===== config.mk =====
export PLATFORM = sky130hd
export DESIGN_NAME = soft_uart_transceiver_fifo
export DESIGN_NICKNAME = d
export VERILOG_FILES = /design/src/rtl/suart_pkg.sv /design/src/rtl/suart_ram.sv /design/src/rtl/suart_rx.sv /design/src/rtl/suart_tx.sv /design/src/rtl/soft_uart_transceiver_fifo.sv
export SDC_FILE = /design/constraint.sdc
export NUM_CORES = 1
export LEC_CHECK = 0
export ABC_AREA = 1
export BUFFER_PORTS_ARGS = -buffer_cell sky130_fd_sc_hd__buf_2
export CORE_AREA = 2 2 147 178
export DETAILED_ROUTE_END_ITERATION = 8
export DIE_AREA = 0 0 149 180
export PLACE_DENSITY = 0.77
export SLEW_MARGIN = 20
export SYNTH_ARGS = -nofsm -noshare
export SYNTH_HDL_FRONTEND = slang
export SYNTH_SLANG_ARGS = --single-unit

===== constraint.sdc =====
create_clock -name i_clk -period 2.9 [get_ports i_clk]
set_clock_uncertainty 0.15 [all_clocks]
set_input_delay 0.58 -clock i_clk [delete_from_list [all_inputs] [get_ports i_clk]]
set_output_delay 0.58 -clock i_clk [all_outputs]
set_load 0.01 [all_outputs]

===== src/rtl/suart_pkg.sv =====
// shared types and codes for the soft uart transceiver
// no dependencies
package suart_pkg;

    // event operation codes
    localparam logic [2:0] OP_RX_START = 3'd0;
    localparam logic [2:0] OP_RX_SAMPLE = 3'd1;
    localparam logic [2:0] OP_TX_TICK = 3'd2;
    localparam logic [2:0] OP_TX_PUSH = 3'd3;
    localparam logic [2:0] OP_RX_POP = 3'd4;

    // receive event codes
    localparam logic [2:0] EV_NONE = 3'd0;
    localparam logic [2:0] EV_STORED = 3'd1;
    localparam logic [2:0] EV_FALSE_START = 3'd2;
    localparam logic [2:0] EV_BAD_STOP = 3'd3;
    localparam logic [2:0] EV_OVERRUN = 3'd4;

    // index of the last data bit in a frame
    localparam logic [2:0] LAST_BIT = 3'd7;

    // serial phase, shared by receiver and transmitter
    typedef enum logic [3:0] {
        PH_IDLE  = 4'b0001,
        PH_ARMED = 4'b0010,
        PH_START = 4'b0100,
        PH_DATA  = 4'b1000
    } t_phase;

    // decoded command, one bit set per accepted transfer at most
    typedef struct packed {
        logic rx_start;
        logic rx_sample;
        logic tx_tick;
        logic tx_push;
        logic rx_pop;
    } t_cmd;

    // receiver results of one event
    typedef struct packed {
        logic [2:0] rx_event;
        logic       pop_ok;
        logic       not_empty;
    } t_rx_status;

endpackage


===== src/rtl/suart_ram.sv =====
// generic simple dual-port ram, one write port, one registered read port
// no dependencies
module suart_ram #(
    parameter int WIDTH = 8,
    parameter int DEPTH = 16
) (
    input  logic                     i_clk,
    input  logic                     i_wr_en,
    input  logic [$clog2(DEPTH)-1:0] i_wr_addr,
    input  logic [WIDTH-1:0]         i_wr_data,
    input  logic                     i_rd_en,
    input  logic [$clog2(DEPTH)-1:0] i_rd_addr,
    output logic [WIDTH-1:0]         o_rd_data
);

    logic [WIDTH-1:0] r_mem [DEPTH];
    logic [WIDTH-1:0] r_rd_data;

    always_ff @(posedge i_clk) begin
        if (i_wr_en) begin
            r_mem[i_wr_addr] <= i_wr_data;
        end
        if (i_rd_en) begin
            r_rd_data <= r_mem[i_rd_addr];
        end
    end

    assign o_rd_data = r_rd_data;

endmodule


===== src/rtl/suart_rx.sv =====
// receiver: start check, lsb-first shift, stop check and receive fifo
// depends on suart_pkg and suart_ram
module suart_rx #(
    parameter int FIFO_DEPTH = 16
) (
    input  logic                 i_clk,
    input  logic                 i_rst_n,
    input  suart_pkg::t_cmd      i_cmd,
    input  logic                 i_level,
    output suart_pkg::t_rx_status o_status,
    output logic [7:0]           o_pop_data
);
    import suart_pkg::*;

    localparam int PW = $clog2(FIFO_DEPTH);
    localparam logic [PW-1:0] PTR_LAST = PW'(FIFO_DEPTH - 1);

    t_phase        r_phase, n_phase;
    logic [2:0]    r_cnt, n_cnt;
    logic [7:0]    r_shift, n_shift;
    logic [PW-1:0] r_wptr, n_wptr;
    logic [PW-1:0] r_rptr, n_rptr;
    logic [PW-1:0] wptr_inc, rptr_inc;
    logic          wr_en, rd_en, full, empty;
    logic [2:0]    rx_event;
    logic          pop_ok;

    assign wptr_inc = (r_wptr == PTR_LAST) ? '0 : r_wptr + 1'b1;
    assign rptr_inc = (r_rptr == PTR_LAST) ? '0 : r_rptr + 1'b1;
    assign full     = (wptr_inc == r_rptr);
    assign empty    = (r_wptr == r_rptr);

    always_comb begin
        n_phase  = r_phase;
        n_cnt    = r_cnt;
        n_shift  = r_shift;
        n_wptr   = r_wptr;
        n_rptr   = r_rptr;
        wr_en    = 1'b0;
        rd_en    = 1'b0;
        rx_event = EV_NONE;
        pop_ok   = 1'b0;

        if (i_cmd.rx_start && r_phase == PH_IDLE) begin
            n_phase = PH_ARMED;
        end

        if (i_cmd.rx_sample) begin
            unique case (r_phase)
                PH_IDLE: begin
                end
                PH_ARMED: begin
                    // start bit must still be low at mid-bit
                    if (i_level) begin
                        n_phase  = PH_IDLE;
                        rx_event = EV_FALSE_START;
                    end else begin
                        n_phase = PH_START;
                    end
                end
                PH_START: begin
                    n_phase = PH_DATA;
                    n_cnt   = '0;
                    n_shift = {i_level, r_shift[7:1]};
                end
                PH_DATA: begin
                    if (r_cnt == LAST_BIT) begin
                        // stop bit
                        n_phase = PH_IDLE;
                        if (!i_level) begin
                            rx_event = EV_BAD_STOP;
                        end else if (full) begin
                            rx_event = EV_OVERRUN;
                        end else begin
                            wr_en    = 1'b1;
                            n_wptr   = wptr_inc;
                            rx_event = EV_STORED;
                        end
                    end else begin
                        n_cnt   = r_cnt + 1'b1;
                        n_shift = {i_level, r_shift[7:1]};
                    end
                end
                default: begin
                    n_phase = PH_IDLE;
                end
            endcase
        end

        if (i_cmd.rx_pop && !empty) begin
            rd_en  = 1'b1;
            pop_ok = 1'b1;
            n_rptr = rptr_inc;
        end
    end

    always_ff @(posedge i_clk) begin
        if (!i_rst_n) begin
            r_phase <= PH_IDLE;
            r_cnt   <= '0;
            r_shift <= '0;
            r_wptr  <= '0;
            r_rptr  <= '0;
        end else begin
            r_phase <= n_phase;
            r_cnt   <= n_cnt;
            r_shift <= n_shift;
            r_wptr  <= n_wptr;
            r_rptr  <= n_rptr;
        end
    end

    suart_ram #(
        .WIDTH (8),
        .DEPTH (FIFO_DEPTH)
    ) u_store (
        .i_clk     (i_clk),
        .i_wr_en   (wr_en),
        .i_wr_addr (r_wptr),
        .i_wr_data (r_shift),
        .i_rd_en   (rd_en),
        .i_rd_addr (r_rptr),
        .o_rd_data (o_pop_data)
    );

    // not_empty comes from the registered pointers, so it reflects the last transfer
    assign o_status.rx_event  = rx_event;
    assign o_status.pop_ok    = pop_ok;
    assign o_status.not_empty = !empty;

endmodule


===== src/rtl/suart_tx.sv =====
// transmitter: transmit fifo, frame sequencer and line register
// depends on suart_pkg and suart_ram
module suart_tx #(
    parameter int FIFO_DEPTH = 16
) (
    input  logic            i_clk,
    input  logic            i_rst_n,
    input  suart_pkg::t_cmd i_cmd,
    input  logic [7:0]      i_byte,
    output logic            o_push_ok,
    output logic            o_line
);
    import suart_pkg::*;

    localparam int PW = $clog2(FIFO_DEPTH);
    localparam logic [PW-1:0] PTR_LAST = PW'(FIFO_DEPTH - 1);

    t_phase        r_phase, n_phase;
    logic [2:0]    r_cnt, n_cnt;
    logic [7:0]    r_shift, n_shift;
    logic [PW-1:0] r_wptr, n_wptr;
    logic [PW-1:0] r_rptr, n_rptr;
    logic          r_line, n_line;
    logic          r_load, n_load;
    logic [PW-1:0] wptr_inc, rptr_inc;
    logic [7:0]    rd_data;
    logic          wr_en, push_ok;

    assign wptr_inc = (r_wptr == PTR_LAST) ? '0 : r_wptr + 1'b1;
    assign rptr_inc = (r_rptr == PTR_LAST) ? '0 : r_rptr + 1'b1;

    always_comb begin
        n_phase = r_phase;
        n_cnt   = r_cnt;
        n_wptr  = r_wptr;
        n_rptr  = r_rptr;
        n_line  = r_line;
        n_load  = 1'b0;
        wr_en   = 1'b0;
        push_ok = 1'b0;
        // load-tick byte enters r_shift via ram read reg, before bit 0 goes out
        n_shift = r_load ? rd_data : r_shift;

        if (i_cmd.tx_tick) begin
            unique case (r_phase)
                PH_IDLE: begin
                    if (r_rptr != r_wptr) begin
                        n_load  = 1'b1;
                        n_rptr  = rptr_inc;
                        n_phase = PH_ARMED;
                    end
                end
                PH_ARMED: begin
                    n_line  = 1'b0;
                    n_phase = PH_START;
                end
                PH_START: begin
                    n_line  = r_shift[0];
                    n_shift = {1'b0, r_shift[7:1]};
                    n_cnt   = '0;
                    n_phase = PH_DATA;
                end
                PH_DATA: begin
                    if (r_cnt == LAST_BIT) begin
                        n_line  = 1'b1;
                        n_phase = PH_IDLE;
                    end else begin
                        n_line  = r_shift[0];
                        n_shift = {1'b0, r_shift[7:1]};
                        n_cnt   = r_cnt + 1'b1;
                    end
                end
                default: begin
                    n_phase = PH_IDLE;
                end
            endcase
        end

        if (i_cmd.tx_push && wptr_inc != r_rptr) begin
            wr_en   = 1'b1;
            push_ok = 1'b1;
            n_wptr  = wptr_inc;
        end
    end

    always_ff @(posedge i_clk) begin
        if (!i_rst_n) begin
            r_phase <= PH_IDLE;
            r_cnt   <= '0;
            r_shift <= '0;
            r_wptr  <= '0;
            r_rptr  <= '0;
            r_line  <= 1'b1;
            r_load  <= 1'b0;
        end else begin
            r_phase <= n_phase;
            r_cnt   <= n_cnt;
            r_shift <= n_shift;
            r_wptr  <= n_wptr;
            r_rptr  <= n_rptr;
            r_line  <= n_line;
            r_load  <= n_load;
        end
    end

    suart_ram #(
        .WIDTH (8),
        .DEPTH (FIFO_DEPTH)
    ) u_store (
        .i_clk     (i_clk),
        .i_wr_en   (wr_en),
        .i_wr_addr (r_wptr),
        .i_wr_data (i_byte),
        .i_rd_en   (n_load),
        .i_rd_addr (r_rptr),
        .o_rd_data (rd_data)
    );

    assign o_push_ok = push_ok;
    assign o_line    = r_line;

endmodule


===== src/rtl/soft_uart_transceiver_fifo.sv =====
// top level of the bit-timed 8n1 uart transceiver with receive and transmit fifos
// depends on suart_pkg, suart_rx, suart_tx and suart_ram
//
// One event is taken per clock: rx start edge, rx mid-bit sample, tx bit tick,
// push of a tx byte or pop of an rx byte. Every accepted transfer yields exactly
// one result in the next cycle, held in an output register; the next event is
// accepted in the same cycle the result leaves, so the sustained rate is one
// event per clock and only a stalled result holds the input. Both fifos sit in
// synchronous rams with a registered read; a popped byte is taken
// straight from the rx ram read port, and a byte loaded for transmission reaches
// the shift register through that read register, ahead of its first data bit.
// Each fifo holds FIFO_DEPTH-1 bytes. A byte completed while the rx fifo is full
// is dropped and reported as an overrun; a push to a full tx fifo is refused.
// No clearing pass is needed after reset.
module soft_uart_transceiver_fifo #(
    parameter int FIFO_DEPTH = 16
) (
    input  logic       i_clk,
    input  logic       i_rst_n,
    // event channel
    input  logic       i_in_valid,
    output logic       o_in_stall,
    input  logic [2:0] i_operation,
    input  logic       i_rx_level,
    input  logic [7:0] i_tx_byte,
    // result channel
    output logic       o_out_valid,
    input  logic       i_out_stall,
    output logic       o_tx_line,
    output logic [7:0] o_rx_byte,
    output logic       o_rx_byte_valid,
    output logic       o_rx_not_empty,
    output logic       o_push_accepted,
    output logic [2:0] o_rx_event
);
    import suart_pkg::*;

    t_cmd       cmd;
    t_rx_status rx_status;
    logic [7:0] pop_data;
    logic       push_ok;
    logic       tx_line;
    logic       accept;

    // output register bank
    logic       r_out_valid;
    logic       r_pop_ok;
    logic       r_push_ok;
    logic [2:0] r_rx_event;

    // hold the input only while a result waits and the far side stalls
    assign o_in_stall = r_out_valid && i_out_stall;
    assign accept     = i_in_valid && !o_in_stall;

    // decode the operation; nothing fires without a transfer
    always_comb begin
        cmd = '0;
        if (accept) begin
            unique case (i_operation)
                OP_RX_START:  cmd.rx_start  = 1'b1;
                OP_RX_SAMPLE: cmd.rx_sample = 1'b1;
                OP_TX_TICK:   cmd.tx_tick   = 1'b1;
                OP_TX_PUSH:   cmd.tx_push   = 1'b1;
                OP_RX_POP:    cmd.rx_pop    = 1'b1;
                default: begin
                    // unused codes only report status
                end
            endcase
        end
    end

    suart_rx #(
        .FIFO_DEPTH (FIFO_DEPTH)
    ) u_rx (
        .i_clk      (i_clk),
        .i_rst_n    (i_rst_n),
        .i_cmd      (cmd),
        .i_level    (i_rx_level),
        .o_status   (rx_status),
        .o_pop_data (pop_data)
    );

    suart_tx #(
        .FIFO_DEPTH (FIFO_DEPTH)
    ) u_tx (
        .i_clk     (i_clk),
        .i_rst_n   (i_rst_n),
        .i_cmd     (cmd),
        .i_byte    (i_tx_byte),
        .o_push_ok (push_ok),
        .o_line    (tx_line)
    );

    always_ff @(posedge i_clk) begin
        if (!i_rst_n) begin
            r_out_valid <= 1'b0;
        end else if (accept) begin
            r_out_valid <= 1'b1;
        end else if (!i_out_stall) begin
            r_out_valid <= 1'b0;
        end
    end

    // result fields of the accepted event
    always_ff @(posedge i_clk) begin
        if (accept) begin
            r_pop_ok   <= rx_status.pop_ok;
            r_push_ok  <= push_ok;
            r_rx_event <= rx_status.rx_event;
        end
    end

    // line level and fifo status change only on a transfer, so they are
    // read from state directly; the ram read port holds until the next pop
    assign o_out_valid     = r_out_valid;
    assign o_tx_line       = tx_line;
    assign o_rx_byte       = r_pop_ok ? pop_data : 8'h00;
    assign o_rx_byte_valid = r_pop_ok;
    assign o_rx_not_empty  = rx_status.not_empty;
    assign o_push_accepted = r_push_ok;
    assign o_rx_event      = r_rx_event;

endmodule


==> results of run 1 <==
[final cells by class]
type                       count  share of cell area
tap                          330              0.0270
clock inverter                15              0.0105
sequential                   326               0.608
multi-input combinational    746               0.251
clock buffer                  42              0.0547
timing repair buffer          81              0.0345
inverter                      56              0.0142
[power by group]
part	internal, uW	leakage [uW]	switching, uW
Clock	2290	0.000483	1670
Sequential	5050	0.00266	12.1
Combinational	48.5	0.00204	142
Total	7390	0.00518	1830
[worst max path at each step]
stage                   start                         to  slack (ns)  cells after the start
2_1_floorplan     i_out_stall   u_rx.u_store.r_mem[0][0]        0.57                      9
3_3_place_gp      i_out_stall   u_tx.u_store.r_mem[6][0]        0.31                     11
3_5_place_dp      i_out_stall  u_tx.u_store.r_mem[10][1]        0.24                     10
4_1_cts        u_rx.r_wptr[0]   u_rx.u_store.r_mem[4][7]        0.33                      9
5_1_grt        u_tx.r_wptr[1]  u_tx.u_store.r_mem[10][4]        0.17                     11
6_report       u_rx.r_wptr[0]   u_rx.u_store.r_mem[4][2]        0.30                      9
[registers in the layout (all words and copies together) (netlist names), 3 cells and up]
name,count
o_rx_event,3
u_tx.u_store.r_mem,128
u_rx.r_shift,8
u_rx.r_rptr,4
u_tx.u_store.o_rd_data,8
u_rx.u_store.r_mem,128
u_rx.r_wptr,4
u_rx.r_cnt,3
u_tx.r_cnt,3
u_rx.r_phase,4
u_tx.r_rptr,4
u_tx.r_shift,8
u_tx.r_wptr,4
u_tx.r_phase,4
u_rx.u_store.o_rd_data,8
[metrics by stage]
stage | hold slack, ns | std cells | total power, uW | cell area, um2
2_1_floorplan | 0.278 | 1191 | 5270 | 13700
3_3_place_gp | 0.298 | 1539 | 5350 | 14300
3_5_place_dp | 0.303 | 1539 | 5360 | 14300
4_1_cts | 0.167 | 1596 | 9240 | 15300
5_1_grt | 0.204 | 1596 | 9450 | 15300
6_report | 0.177 | 1596 | 9210 | 15300
[tightest hold or removal path: stages]
cell     delay (ns)
buf_2          0.10
nand2_2        0.08
a21oi_1        0.06
[metal layers]
layer  vias up  global-route usage  share of wire
met4         0              0.0842          0.035
met1      4520               0.302           0.39
li1       4352                   -              -
met3        90              0.0340          0.066
met5         -                   0              0
met2       409               0.425           0.51
[kinds of logic (layout without fill, tap and decap cells)]
kind of cell	Yosys count	count (layout)	share of synthesized area
AND/OR/NAND/NOR	480	480	0.155
flip-flops	326	326	0.680
AO/OA/AOI/OAI	230	230	0.0977
buffers and inverters	119	194	0.0389
adder cells (fa/ha/maj)	15	15	0.0137
XOR/XNOR	13	13	0.00833
multiplexers	8	8	0.00586
[synthesized netlist by cell type (all sizes together)]
cell type / count / area [um2]
a21oi: 25 / 129
buf: 39 / 225
clkbuf: 24 / 90.1
clkinv: 4 / 16.3
dfxtp: 49 / 981
edfxtp: 277 / 8320
ha: 15 / 188
inv: 52 / 200
mux2i: 8 / 80.1
nand2: 125 / 534
nand3: 85 / 430
nand3b: 3 / 22.5
nand4: 16 / 145
nor2: 244 / 936
nor3: 6 / 46.3
nor3b: 1 / 7.51
o211ai: 16 / 120
o21ai: 141 / 706
o221ai: 16 / 140
o22ai: 16 / 100
o32ai: 16 / 140
xnor2: 6 / 52.6
xor2: 7 / 61.3
==> flow_summary.json, run 1 <==
{
  "outcome": "complete, no violations",
  "ant_nets": 0,
  "syn_inst": 1191,
  "cts_setup_buffers": 0,
  "hold_path_end": "o_out_valid",
  "route.detailed.drc": 0,
  "core_um2": 25100,
  "synth_nets": 1222,
  "multiInputGateArea_um2": 3840,
  "yosys_warnings": 0,
  "fmax_mhz": 385,
  "routed_wl_mm": 31.9,
  "worstPathArrival_ns": 2.71,
  "fillers": 1933,
  "path_class": "flop to flop",
  "pre_cts_slack_ns": 0.240,
  "hold_violations": 0,
  "nets": 1273,
  "ys_types": 39,
  "die-height_um": 180,
  "syn_area_um2": 13700,
  "clock_sinks": 326,
  "ys_ff_latch": 326,
  "seq_area_frac_synth": 0.680,
  "final_common_cell": "edfxtp_1",
  "place.gp.congestion": 0.918,
  "grt_pass1_vias": 9392,
  "maxSlewViolCount": 0,
  "clock_latency_ns": 0.55,
  "worstReg2RegEnd": "u_rx.u_store.r_mem[4][2]",
  "setup_tns_ns": 0,
  "rsz0062_at_grt": "false",
  "hold_path_depth": 3,
  "start_util": 0.544,
  "area_growth_pct": 11.9,
  "syn_avg_cell_area_um2": 11.5,
  "port_buffers": 32,
  "critPathBufInv": 2,
  "cts_resized": 0,
  "regArea_um2": 9300,
  "grt_max_degree": 66,
  "setup_ws_ns": 0.304,
  "crit_fanout": 12,
  "r2r_slack_ns": 0.30,
  "hp-class": "input port to flop",
  "grt_antenna_before_repair": 0,
  "crit_path_start_kind": "flop",
  "period_share": 0.895,
  "die-area_um2": 26800,
  "grt_pass1_wl_mm": 50.2,
  "ctsRootBufferMaster": "clkbuf_16",
  "drive_gt1_frac": 0.129,
  "powerDensity_nw_per_um2": 602,
  "cpMaxStageDelayCell": "dfxtp_1",
  "peakVddDrop_mv": 0.607,
  "reg2reg_depth": 9,
  "grt.total_usage": 0.240,
  "worstPathRequired_ns": 3.01,
  "layout_common_cells": "edfxtp_1, nor2_1, o21ai_0",
  "dp_hpwl_mm": 20.9,
  "final_core_util": 0.608,
  "rr_startpoint": "u_rx.r_wptr[0]",
  "num_vias": 9371,
  "slowest_delay_ns": 0.50,
  "endpoint_kind": "flop",
  "gr-total-overflow": 0,
  "path_delay_family": "simple AND/OR/NAND/NOR gates",
  "cts_max_level": 1,
  "cts_tree": "done",
  "crit_chain": "inv_1 -> ha_1 -> xnor2_1 -> nand3_1 -> nor2_2 -> nand2_4 -> nand4_1 -> nor2_1 -> buf_4",
  "tightest_slew_ns": 0.942,
  "dr.first_iter.drc_count": 1148,
  "via_per_inst": 5.87,
  "ios": 33,
  "clockBufferDepth": 3,
  "cts_made_buffers": 31,
  "leakage_uw": 0.00518,
  "period_minus_slack_ns": 2.60,
  "hp-start": "i_out_stall",
  "fp.dieW_um": 149,
  "postCtsHoldBufs": 0,
  "n_antenna_cell": 0,
  "dr.pass1.iters": 7,
  "finalSetupViolations": 0,
  "wl_per_cell_um": 20.0,
  "path_clk_slew_ns": 0.06,
  "fp-row-count": 64,
  "drv_cap": 0,
  "relSlewSlack": 0.371
}
Note: power is estimated with default switching activity, not from simulation.
==> run 2, diff against run 1 <==
--- a/config.mk
+++ b/config.mk
@@ -6,11 +6,12 @@
 export NUM_CORES = 1
 export LEC_CHECK = 0
 export ABC_AREA = 1
-export BUFFER_PORTS_ARGS = -buffer_cell sky130_fd_sc_hd__buf_2
 export CORE_AREA = 2 2 147 178
 export DETAILED_ROUTE_END_ITERATION = 8
 export DIE_AREA = 0 0 149 180
-export PLACE_DENSITY = 0.77
+export DONT_BUFFER_PORTS = 1
+export PLACE_DENSITY = 0.76
+export RECOVER_POWER = 50
 export SLEW_MARGIN = 20
 export SYNTH_ARGS = -nofsm -noshare
 export SYNTH_HDL_FRONTEND = slang
==> run 2 against run 1 <==
Net effect: core utilization down 0.14 points; clock power up 8.1%; final cell count down 2.0%; die area unchanged; hold slack worse by 0.15 ns; sequential cell count unchanged; register-to-register slack worse by 0.08 ns; clock-buffer cell count up 1; fmax down 2.9%; largest power group unchanged.
==> flow_summary.json, run 2 (synthesis results as in run 1) <==
{
  "outcome": "complete, no violations",
  "reg2reg_depth": 9,
  "placed_area_um2": 14100,
  "r2r_slack_ns": 0.23,
  "setup_tns_ns": 0,
  "path_class": "flop to flop",
  "cts_tree": "done",
  "hp-class": "input port to flop",
  "worstPathArrival_ns": 2.71,
  "dp_hpwl_mm": 20.7,
  "grt.total_usage": 0.242,
  "cts_setup_buffers": 0,
  "grt_max_degree": 66,
  "tightest_slew_ns": 0.829,
  "cts_max_level": 1,
  "peakVddDrop_mv": 0.552,
  "stdcell_area_um2": 15300,
  "start_util": 0.544,
  "core_um2": 25100,
  "stdcell_count": 1564,
  "worstReg2RegEnd": "u_tx.u_store.r_mem[0][2]",
  "area_growth_pct": 11.6,
  "path_clk_slew_ns": 0.06,
  "grt_antenna_before_repair": 0,
  "period_share": 0.921,
  "n_antenna_cell": 0,
  "worstPathRequired_ns": 2.94,
  "clock_sinks": 326,
  "die-area_um2": 26800,
  "clock_latency_ns": 0.56,
  "crit_fanout": 8,
  "rsz0062_at_grt": "false",
  "num_vias": 9351,
  "largestRegisters": "u_rx.u_store.r_mem x128, u_tx.u_store.r_mem x128",
  "nets": 1241,
  "period_minus_slack_ns": 2.67,
  "gr-total-overflow": 0,
  "endpoint_kind": "flop",
  "regArea_um2": 9300,
  "grt_pass1_wl_mm": 50.5,
  "cts_resized": 0,
  "leakage_uw": 0.00508,
  "fp-row-count": 64,
  "grt_pass1_vias": 9291,
  "rr_startpoint": "o_out_valid",
  "route.detailed.drc": 0,
  "ctsRootBufferMaster": "clkbuf_16",
  "dr.first_iter.drc_count": 954,
  "relSlewSlack": 0.445,
  "fillers": 1929,
  "place.gp.congestion": 0.882,
  "maxSlewViolCount": 0,
  "drive_gt1_frac": 0.0932,
  "dp_cells": 1495,
  "powerDensity_nw_per_um2": 624,
  "power_uw": 9520,
  "wl_per_cell_um": 20.5,
  "ant_nets": 0,
  "cp-endpoint": "u_tx.u_store.r_mem[0][2]",
  "cts_made_buffers": 31,
  "clockBufferDepth": 3,
  "hold_violations": 0,
  "port_buffers": 0,
  "drv_cap": 0,
  "ios": 33,
  "multiInputGateArea_um2": 3830,
  "worstSetupStartpoint": "o_out_valid",
  "routed_wl_mm": 32.1,
  "fmax_mhz": 374,
  "fp.dieW_um": 149,
  "crit_path_start_kind": "flop",
  "via_per_inst": 5.98,
  "die-height_um": 180,
  "finalSetupViolations": 0,
  "final_common_cell": "edfxtp_1",
  "dr.pass1.iters": 5,
  "layout_common_cells": "edfxtp_1, nor2_1, o21ai_0"
}
## run 2: cell type report
cell class | instances | share of cell area
Sequential cell | 326 | 0.610
Multi-Input combinational cell | 746 | 0.251
Clock buffer | 43 | 0.0579
Tap cell | 330 | 0.0271
Timing Repair Buffer | 49 | 0.0264
Inverter | 56 | 0.0142
Clock inverter | 14 | 0.0140
## run 2: what timing repair did
item / CTS / global route
hold endpoints to repair: 135 / 0
endpoints found under the setup margin: 0 / 0
hold buffers: 12 / 0
## run 2: power by group
group / switching [uW] / total (uW) / internal [uW]
Sequential: 17.9 / 5070 / 5060
Clock: 1690 / 4280 / 2580
Combinational: 123 / 167 / 44.3
Total: 1830 / 9520 / 7680
## run 2: worst min path at each step
stage | depth (start not counted) | slack (ns) | startpoint | to
after CTS | 2 | 0.001 | i_rst_n | u_rx.r_wptr[0]
after floorplan | 1 | 0.28 | u_rx.r_cnt[0] | u_rx.r_cnt[0]
after global routing | 2 | 0.002 | i_rst_n | u_rx.r_wptr[2]
final | 2 | 0.03 | i_rst_n | u_rx.r_wptr[2]
after global placement | 1 | 0.29 | u_rx.r_cnt[0] | u_rx.r_cnt[0]
after detailed placement | 1 | 0.30 | u_rx.r_cnt[0] | u_rx.r_cnt[0]
## run 2: critical path, cell delays in order, from the launching register on
cell and delay, ns:
dfxtp_1 0.43, nand2_1 0.17, nand2_2 0.13, nor2_1 0.18, inv_2 0.10, nor3_4 0.29, nand2_4 0.12, inv_6 0.11
nand2_4 0.07, nor2_1 0.56
## run 2: stage by stage
stage                util  hold WS (ns)  setup WS, ns
floorplan               -         0.278         0.570
global placement    0.559         0.293         0.346
detailed placement  0.559         0.298         0.220
CTS                 0.608       0.00144         0.252
global route        0.607       0.00230        0.0301
finish              0.607        0.0306         0.228
## run 2: routing by layer
| metal | global-route usage | vias to the layer above | routed length [um] |
|---|---|---|---|
| met4 | 0.0834 | 0 | 1110 |
| met5 | 0 | - | 0 |
| met3 | 0.0386 | 90 | 2220 |
| li1 | - | 4298 | - |
| met2 | 0.430 | 404 | 16600 |
| met1 | 0.299 | 4559 | 12100 |
